**src/rtl/dvru_pkg.sv**
```systemverilog
// Shared types and constants of the distance-vector route update core.
// Used by the top level and the shared cost unit; no dependencies.
`default_nettype none

package dvru_pkg;

    localparam int ID_W        = 8;
    localparam int FIELD_W     = 32;
    localparam int APB_AW      = 3;
    localparam int APB_DW      = 32;

    localparam logic [1:0] OP_VECTOR = 2'd0;
    localparam logic [1:0] OP_LINK   = 2'd1;
    localparam logic [1:0] OP_LOOKUP = 2'd2;

    localparam logic [APB_AW-3:0] REG_SELF_ID = 1'b0;

    typedef enum logic {
        ALU_ADD,
        ALU_CMP
    } alu_op_t;

    typedef struct packed {
        logic lt;
        logic eq;
    } alu_flags_t;

endpackage

`default_nettype wire

```
**src/rtl/dvru_alu.sv**
```systemverilog
// Shared cost unit: saturating add or unsigned compare of two route costs.
// Depends on dvru_pkg for the operation code and flag types.
`default_nettype none

module dvru_alu #(
    parameter int COST_W = 32
) (
    input  dvru_pkg::alu_op_t    op,
    input  wire  [COST_W-1:0]    a,
    input  wire  [COST_W-1:0]    b,
    output logic [COST_W-1:0]    sum,
    output dvru_pkg::alu_flags_t flags
);
    import dvru_pkg::*;

    localparam logic [COST_W-1:0] UNREACH = '1;

    logic [COST_W:0] raw;

    always_comb begin
        raw   = {1'b0, a} + {1'b0, b};
        sum   = a;
        flags = '0;
        case (op)
            ALU_ADD: begin
                if (a == UNREACH || b == UNREACH || raw >= {1'b0, UNREACH}) begin
                    sum = UNREACH;
                end else begin
                    sum = raw[COST_W-1:0];
                end
            end
            ALU_CMP: begin
                flags.lt = (a < b);
                flags.eq = (a == b);
            end
            default: begin
                sum   = a;
                flags = '0;
            end
        endcase
    end

endmodule

`default_nettype wire

```
**config.mk**
```make
export PLATFORM = sky130hd
export DESIGN_NAME = dvru_alu
export DESIGN_NICKNAME = d
export VERILOG_FILES = /design/src/rtl/dvru_pkg.sv /design/src/rtl/dvru_alu.sv
export SDC_FILE = /design/constraint.sdc
export NUM_CORES = 1
export LEC_CHECK = 0
export BUFFER_PORTS_ARGS = -buffer_cell sky130_fd_sc_hd__buf_2
export CORE_MARGIN = 10
export CORE_UTILIZATION = 45
export DETAILED_ROUTE_END_ITERATION = 12
export PLACE_DENSITY = 0.84
export SETUP_SLACK_MARGIN = 0.3
export SYNTH_ARGS = -nofsm -noshare
export SYNTH_HDL_FRONTEND = slang
export SYNTH_SLANG_ARGS = --single-unit
```
**constraint.sdc**
```tcl
create_clock -name vclk -period 6.1
set_clock_uncertainty 0.05 [all_clocks]
set_input_delay 0.305 -clock vclk [all_inputs]
set_output_delay 0.305 -clock vclk [all_outputs]
set_load 0.005 [all_outputs]
```
== Word-level counts from Yosys, hierarchy flattened ==
Index checks and enable logic that the tools add are counted.
Operators by class
  add/sub/neg operators: 1
  $lt $le $gt $ge: 2
  eq/ne operators: 3
  multiplexer cells: 3
  reduce and logical (&&, ||, !) cells: 2
Operators by type and width (count)
  $eq A32 B32 Y1 const B: 2
  $mux W32: 2
  $add A32 B32 Y33: 1
  $ge A33 B32 Y1 const B: 1
  $eq A32 B32 Y1: 1
  $lt A32 B32 Y1: 1
  $logic_or A1 B1 Y1: 2
  $mux W2: 1
Word-level totals
  flip-flop bits (word level): 0
  input bits: 65
  output and inout bits: 34
  word-level logic and storage cells: 11

== Depth between registers and ports, before layout ==
Gate-level depths: netlist of run 1.
  depth in word-level cells: 5
  depth in mapped cells: 12
  mapped depth without buffers: 12

== Least setup slack after synthesis of run 1 ==
OpenSTA, ideal clock, no wires.
  kind: input-to-output
  start: in a[0]
  end: out sum[28]
  data arrival time: 2.545 ns
  setup slack: 3.200 ns
  cell stages on the path: 12
  cell sequence: ha_1 inv_1 fa_1 nor2_1 nor2_1 o221ai_2 a21oi_2 o21ai_2 a31oi_2 o21a_1 or4_4 a21oi_2
On the way
  cells in the longest elaborated chain, start to end: 5
  elaborated cells on any way between the ends: 7
  those cells by class: add/sub (1); order compare (1); eq/ne (1); mux (2); reduce/logical (2)
RTL lines
  start, declared: RTL line dvru_alu.sv:9  | input wire [COST_W-1:0] a,
  $add A32 B32 Y33 or $eq A32 B32 Y1 (tied branches): RTL line dvru_alu.sv:21, dvru_alu.sv:26
  $ge A33 B32 Y1 or $logic_or A1 B1 Y1 (tied branches): RTL line dvru_alu.sv:26  | if (a == UNREACH || b == UNREACH || raw >= {1'b0, UNREACH}) begin
  $logic_or A1 B1 Y1: RTL line dvru_alu.sv:26
  $mux W32 *: RTL line dvru_alu.sv:26
  $mux W32 *: RTL line dvru_alu.sv:24  | case (op)
  end, declared: RTL line dvru_alu.sv:11  | output logic [COST_W-1:0] sum,
Every way passes the cells marked *; elsewhere a longest branch is shown, timed or not.

== Worst setup path in the final report of run 1 ==
  start: in a[0]
  end: out sum[31]
The elaborated chain is that of the path after synthesis.

==> summary.txt, run 1 <==
status -> complete, no violations
leading area contributor after synthesis -> ha_1
Core Region -> 6790 um^2
post-synthesis sequential area ratio -> 0
register area -> 0 um^2
DRT iter0 DRCs -> 223
Core Util, Final -> 0.538
Sw Share -> 0.579
Final TNS setup -> 0 ns
highest clock rate -> 260 MHz
Tightest Pin Transition -> 1.24 ns
Hold Fails Final Rpt -> 0
Routed Antenna Nets -> 0
IO Pins -> 99
Worst Path Max Fanout -> 32
placed insts -> 640
Final WS setup -> 2.25 ns
Peak VDD IR -> 0.0000461 V
CP Launch Type -> primary input
Die Ht -> 104 um
CP Class -> in2out
Int Pwr -> 145 uW
Synth top area share -> 0.254
nets -> 676
Initial Util -> 0.464
Final Critical Period -> 3.85 ns
Mean Syn Cell Area -> 6.86 um^2
vias per cell -> 5.63
post-cts resize count -> 0
HPWL after detailed placement -> 8900 um
Total GRT Usage -> 0.179
Die Wd -> 104 um
fraction of layout cells with a size suffix above 1 -> 0.221
Yosys cell types -> 57
Setup Viol. Count Final -> 0
initial antenna violation count -> 0
routability congestion estimate -> 0.940
Non-Filler Instances -> 640
Rows -> 30
post-synth net total -> 590
post-place setup slack -> 2.25 ns
worst setup path startpoint -> a[0]
vias in the first global route -> 3538
largest cells by area after synthesis -> ha_1 (25%), a21oi_1 (9.0%), nor2b_1 (7.5%)
FILL cells -> 680
via count -> 3605
DR WL/cell -> 16.3 um
crit end category -> primary output
max_cap viols -> 0
Post-CTS Setup Bufs -> 0
Die ar. -> 10800 um^2
YS warnings -> 0
Logic pwr share -> 1.000
final WL -> 10500 um
Crit path required time -> 5.74 ns
Critical Path AT -> 3.49 ns
drt first pass iters -> 4
largest net degree at the start of global routing -> 36
clock buf count -> 0
first-pass GRT wire length -> 17200 um
Final Slew Violations -> 0
synthesized instance count -> 460
top post-synthesis cells by count -> ha_1 (64), inv_1 (58), a21oi_1 (57)
most numerous cell in the Yosys netlist -> ha_1
Sw Pwr -> 200 uW
Max-slew headroom -> 0.174
Synth Cell Area -> 3150 um^2
# port buffers -> 99
Leak -> 0.00181 uW
worst min path class -> in2out
Reg power frac -> 0
Area Overhead vs Synth -> 15.9%
Final period util -> 0.631
RSZ-0062 raised after global routing -> false
Clock Power Share -> 0
Hold Startpoint -> a[31]
num sequential -> 0
drt drc -> 0
Cell Pwr Density -> 94.5 nW/um^2
total gr overflow -> 0
antenna cell count -> 0
CTS Hold Bufs -> 0
[layout by cell type, fill, tap and decap left out, types with 3 or more instances in the layout]
master     n
a21o_1     8
or3_1      3
nor4_1    11
nor2_1    36
nor2b_1   38
nand3_1    4
inv_2      5
a211oi_1   3
inv_1     58
nand2_1   19
o21ai_0   18
o21a_1     7
o311ai_1   3
ha_1      64
o21bai_1   7
nand4_1   23
a21oi_1   57
nor3_1     3
xnor2_1   21
o31ai_1    5
nand2b_1   7
buf_2     99
xor2_1     5
[per-layer routing]
layer / up-vias / part of all wire / track usage
met1: 1694 / 0.46 / 0.232
met5: - / 0 / 0
met3: 21 / 0.040 / 0.0167
li1: 1786 / - / -
met2: 104 / 0.48 / 0.314
met4: 0 / 0.022 / 0.0348
[per-stage QoR]
step	hold WS, ns	power (uW)	cell area, um^2
2_1_floorplan	0.641	234	3150
3_3_place_gp	0.917	336	3650
3_5_place_dp	0.921	340	3650
4_1_cts	0.924	343	3650
5_1_grt	0.951	382	3650
6_report	0.922	345	3650
[cell type report]
| cell class | instances | area, um^2 | share of cell area |
|---|---|---|---|
| Inverter | 63 | 236 | 0.0647 |
| Multi-Input combinational cell | 382 | 2800 | 0.767 |
| Tap cell | 96 | 120 | 0.0329 |
| Timing Repair Buffer | 99 | 495 | 0.136 |
[logic make-up (layout without fill, tap and decap cells)]
kind of cell / Yosys count / after routing / share of synthesized area
AO/OA/AOI/OAI: 137 / 137 / 0.286
buffers and inverters: 78 / 162 / 0.111
adder cells (fa/ha/maj): 65 / 65 / 0.260
XOR/XNOR: 26 / 26 / 0.0722
AND/OR/NAND/NOR: 154 / 154 / 0.271
[power groups by stage]
| stage | sequential [uW] | combinational (uW) | clock [uW] |
|---|---|---|---|
| 2_1_floorplan | 0 | 234 | 0 |
| 3_3_place_gp | 0 | 336 | 0 |
| 3_5_place_dp | 0 | 340 | 0 |
| 4_1_cts | 0 | 343 | 0 |
| 5_1_grt | 0 | 382 | 0 |
| 6_report | 0 | 345 | 0 |
[final timing paths]
kind | endpoint | slack (ns) | cells after the start
setup / recovery | sum[31] | 2.25 | 14
hold / removal | sum[31] | 0.92 | 4
[worst max-delay path: stages]
cell and delay, ns:
buf_2 0.11, ha_1 0.20, inv_1 0.07, fa_1 0.20, nor2_1 0.06, nor2_1 0.17
o221ai_2 0.17, a21oi_2 0.23, o21ai_2 0.12, a31oi_2 0.28, o21a_1 1.02, and3_1 0.30
a32oi_1 0.10, buf_2 0.15
No activity file was read; power rests on OpenSTA's default activity.
==> inputs of run 2 (changes only) <==
--- a/config.mk
+++ b/config.mk
@@ -5,11 +5,12 @@
 export SDC_FILE = /design/constraint.sdc
 export NUM_CORES = 1
 export LEC_CHECK = 0
+export ABC_AREA = 1
 export BUFFER_PORTS_ARGS = -buffer_cell sky130_fd_sc_hd__buf_2
 export CORE_MARGIN = 10
 export CORE_UTILIZATION = 45
 export DETAILED_ROUTE_END_ITERATION = 12
-export PLACE_DENSITY = 0.84
+export PLACE_DENSITY = 0.81
 export SETUP_SLACK_MARGIN = 0.3
 export SYNTH_ARGS = -nofsm -noshare
 export SYNTH_HDL_FRONTEND = slang
==> constraint.sdc (replaced) <==
create_clock -name vclk -period 3.88
set_clock_uncertainty 0.05 [all_clocks]
set_input_delay 0.194 -clock vclk [all_inputs]
set_output_delay 0.194 -clock vclk [all_outputs]
set_load 0.005 [all_outputs]
==> run 2 against run 1 <==
Core utilization shrank 1.2 points. Final area increased by 32%. Total power increased by 110%. Combinational power increased by 110%. Non-clock buffer count rose by 5. Via count rose by 53%. Highest routed layer unchanged.
==> summary.txt, run 2 <==
status -> complete, no violations (unchanged)
total gr overflow -> 0 (unchanged)
Peak VDD IR -> 0.0000670 V (was 0.0000461 V)
Crit path required time -> 3.64 ns (was 5.74 ns)
DR WL/cell -> 15.8 um (was 16.3 um)
# port buffers -> 99 (unchanged)
CP Class -> in2out (unchanged)
antenna cell count -> 0 (unchanged)
Mean Syn Cell Area -> 5.12 um^2 (was 6.86 um^2)
Die Wd -> 117 um (was 104 um)
top post-synthesis cells by count -> nand2_1 (244), inv_1 (166), nor2_1 (93) (was ha_1 (64), inv_1 (58), a21oi_1 (57))
register area -> 0 um^2 (unchanged)
Yosys cell types -> 36 (was 57)
leading area contributor after synthesis -> nand2_1 (was ha_1)
post-cts resize count -> 0 (unchanged)
nets -> 1050 (was 676)
Post-Synth Adder-Cell Area -> 0.194 (was 0.260)
Core Region -> 9200 um^2 (was 6790 um^2)
largest net degree at the start of global routing -> 37 (was 36)
Die Ht -> 117 um (was 104 um)
Final TNS setup -> 0 ns (unchanged)
Final period util -> 0.804
most frequent cells in the layout -> nand2_1 (244), inv_1 (166), buf_2 (99) (was buf_2 (99), ha_1 (64), inv_1 (58))
Non-Filler Instances -> 1029 (was 640)
via count -> 5521 (was 3605)
largest family of logic cells by synthesized area -> simple AND/OR/NAND/NOR gates (was compound AO/OA/AOI/OAI gates)
drt first pass iters -> 7 (was 4)
hold path depth -> 4 (unchanged)
Synth Cell Area -> 4240 um^2 (was 3150 um^2)
IO Pins -> 99 (unchanged)
CP Depth -> 19 (was 14)
XOR/XNOR share of the synthesized area -> 0.00413 (was 0.0722)
Area Overhead vs Synth -> 14.0% (was 15.9%)
Critical Path AT -> 2.88 ns (was 3.49 ns)
Die ar. -> 13700 um^2 (was 10800 um^2)
most numerous cell in the Yosys netlist -> nand2_1 (was ha_1)
Routed Antenna Nets -> 0 (unchanged)
highest clock rate -> 320 MHz
Cell Pwr Density -> 147 nW/um^2 (was 94.5 nW/um^2)
Synth Area in Simple Gates -> 0.514 (was 0.271)
Worst Path Max Fanout -> 17 (was 32)
most common cell after layout, fill and taps aside -> nand2_1 (was buf_2)
largest cells by area after synthesis -> nand2_1 (22%), ha_1 (19%), inv_1 (15%) (was ha_1 (25%), a21oi_1 (9.0%), nor2b_1 (7.5%))
synthesized instance count -> 827 (was 460)
max incr delay on CP -> 0.35 ns (was 1.02 ns)
max_cap viols -> 0 (unchanged)
CP Launch Type -> primary input (unchanged)
fraction of layout cells with a size suffix above 1 -> 0.167 (was 0.221)
clock buf count -> 0 (unchanged)
Post-CTS Setup Bufs -> 0 (unchanged)
multiplexer share of the synthesized area -> 0 (unchanged)
Max-slew headroom -> 0.425 (was 0.174)
Rows -> 35 (was 30)
CP max stage cell -> a21oi_1 (was o21a_1)
crit end category -> primary output (unchanged)
worst min path class -> in2out (unchanged)
YS warnings -> 0 (unchanged)
Final Critical Period -> 3.12 ns
post-synthesis sequential area ratio -> 0 (unchanged)
post-synth net total -> 957 (was 590)
routability congestion estimate -> 1.06 (was 0.940)
Initial Util -> 0.461 (was 0.464)
Hold Startpoint -> a[30] (was a[31])
Compound-Gate Fraction of Synth Area -> 0.120 (was 0.286)
final WL -> 16300 um (was 10500 um)
CTS Hold Bufs -> 0 (unchanged)
Hold Fails Final Rpt -> 0 (unchanged)
first-pass GRT wire length -> 25400 um (was 17200 um)
Tightest Pin Transition -> 0.862 ns (was 1.24 ns)
placed insts -> 1029 (was 640)
Final Slew Violations -> 0 (unchanged)
Leak -> 0.00296 uW (was 0.00181 uW)
RSZ-0062 raised after global routing -> false (unchanged)
Synth top area share -> 0.216 (was 0.254)
CP top delay family -> simple AND/OR/NAND/NOR gates (was compound AO/OA/AOI/OAI gates)
CP bufs+invs -> 6 (was 3)
Total GRT Usage -> 0.229 (was 0.179)
Worst Setup EP -> sum[15] (was sum[31])
Setup Viol. Count Final -> 0 (unchanged)
FILL cells -> 1062 (was 680)
initial antenna violation count -> 0 (unchanged)
most used cell, CP -> nand2_1
multi-input logic area -> 3530 um^2 (was 2800 um^2)
vias in the first global route -> 5163 (was 3538)
crit path cell chain -> buf_2 -> inv_1 -> ha_1 -> inv_1 -> a21oi_1 -> nand2_1 -> a21oi_1 -> nand3_1 -> nand2_1 -> nand2_1 -> nor2_1 -> nand2_1 -> nor2_2 -> nand3_2 -> buf_4 -> nand3_1 -> nand2_1 -> inv_1 -> buf_2 (was buf_2 -> ha_1 -> inv_1 -> fa_1 -> nor2_1 -> nor2_1 -> o221ai_2 -> a21oi_2 -> o21ai_2 -> a31oi_2 -> o21a_1 -> and3_1 -> a32oi_1 -> buf_2)
worst setup path startpoint -> b[20] (was a[0])
drt drc -> 0 (unchanged)
DRT iter0 DRCs -> 547 (was 223)
HPWL after detailed placement -> 14200 um (was 8900 um)
num sequential -> 0 (unchanged)
vias per cell -> 5.37 (was 5.63)
run 2: area by class of cell:
cell class	instances	share of cell area
Inverter	169	0.131
Multi-Input combinational cell	645	0.730
Tap cell	111	0.0287
Timing Repair Buffer	104	0.110
run 2: cells by family (layout without fill, tap and decap cells):
kind of cell	Yosys count	in the layout
fa+ha+maj	65	65
compound gates	90	90
simple gates	488	488
xor+xnor	2	2
buf+inv	182	273
run 2: worst min path at each step:
stage / endpoint / slack [ns]
finish: sum[30] / 0.68
global route: sum[30] / 0.71
CTS: sum[30] / 0.68
floorplan: sum[30] / 0.44
detailed placement: sum[30] / 0.68
global placement: sum[30] / 0.68
run 2: through the flow:
step	hold WS (ns)	worst slack (ns)	total power [uW]	util	area, um^2
5_1_grt	0.713	0.542	799	0.525	4830
4_1_cts	0.685	0.833	699	0.525	4830
3_5_place_dp	0.682	0.841	696	0.525	4830
3_3_place_gp	0.680	0.757	697	0.525	4830
2_1_floorplan	0.435	1.52	465	-	4240
6_report	0.679	0.760	711	0.525	4830
run 2: per-layer routing:
metal,global-route usage,wire (um)
met5,0,0
met4,0.0593,454
met3,0.0234,1400
met2,0.379,7210
met1,0.307,7200
run 2: power by group:
part	switching [uW]	leakage, uW	internal [uW]
clock network	0	0	0
logic	460	0.00296	251
registers	0	0	0
total	460	0.00296	251
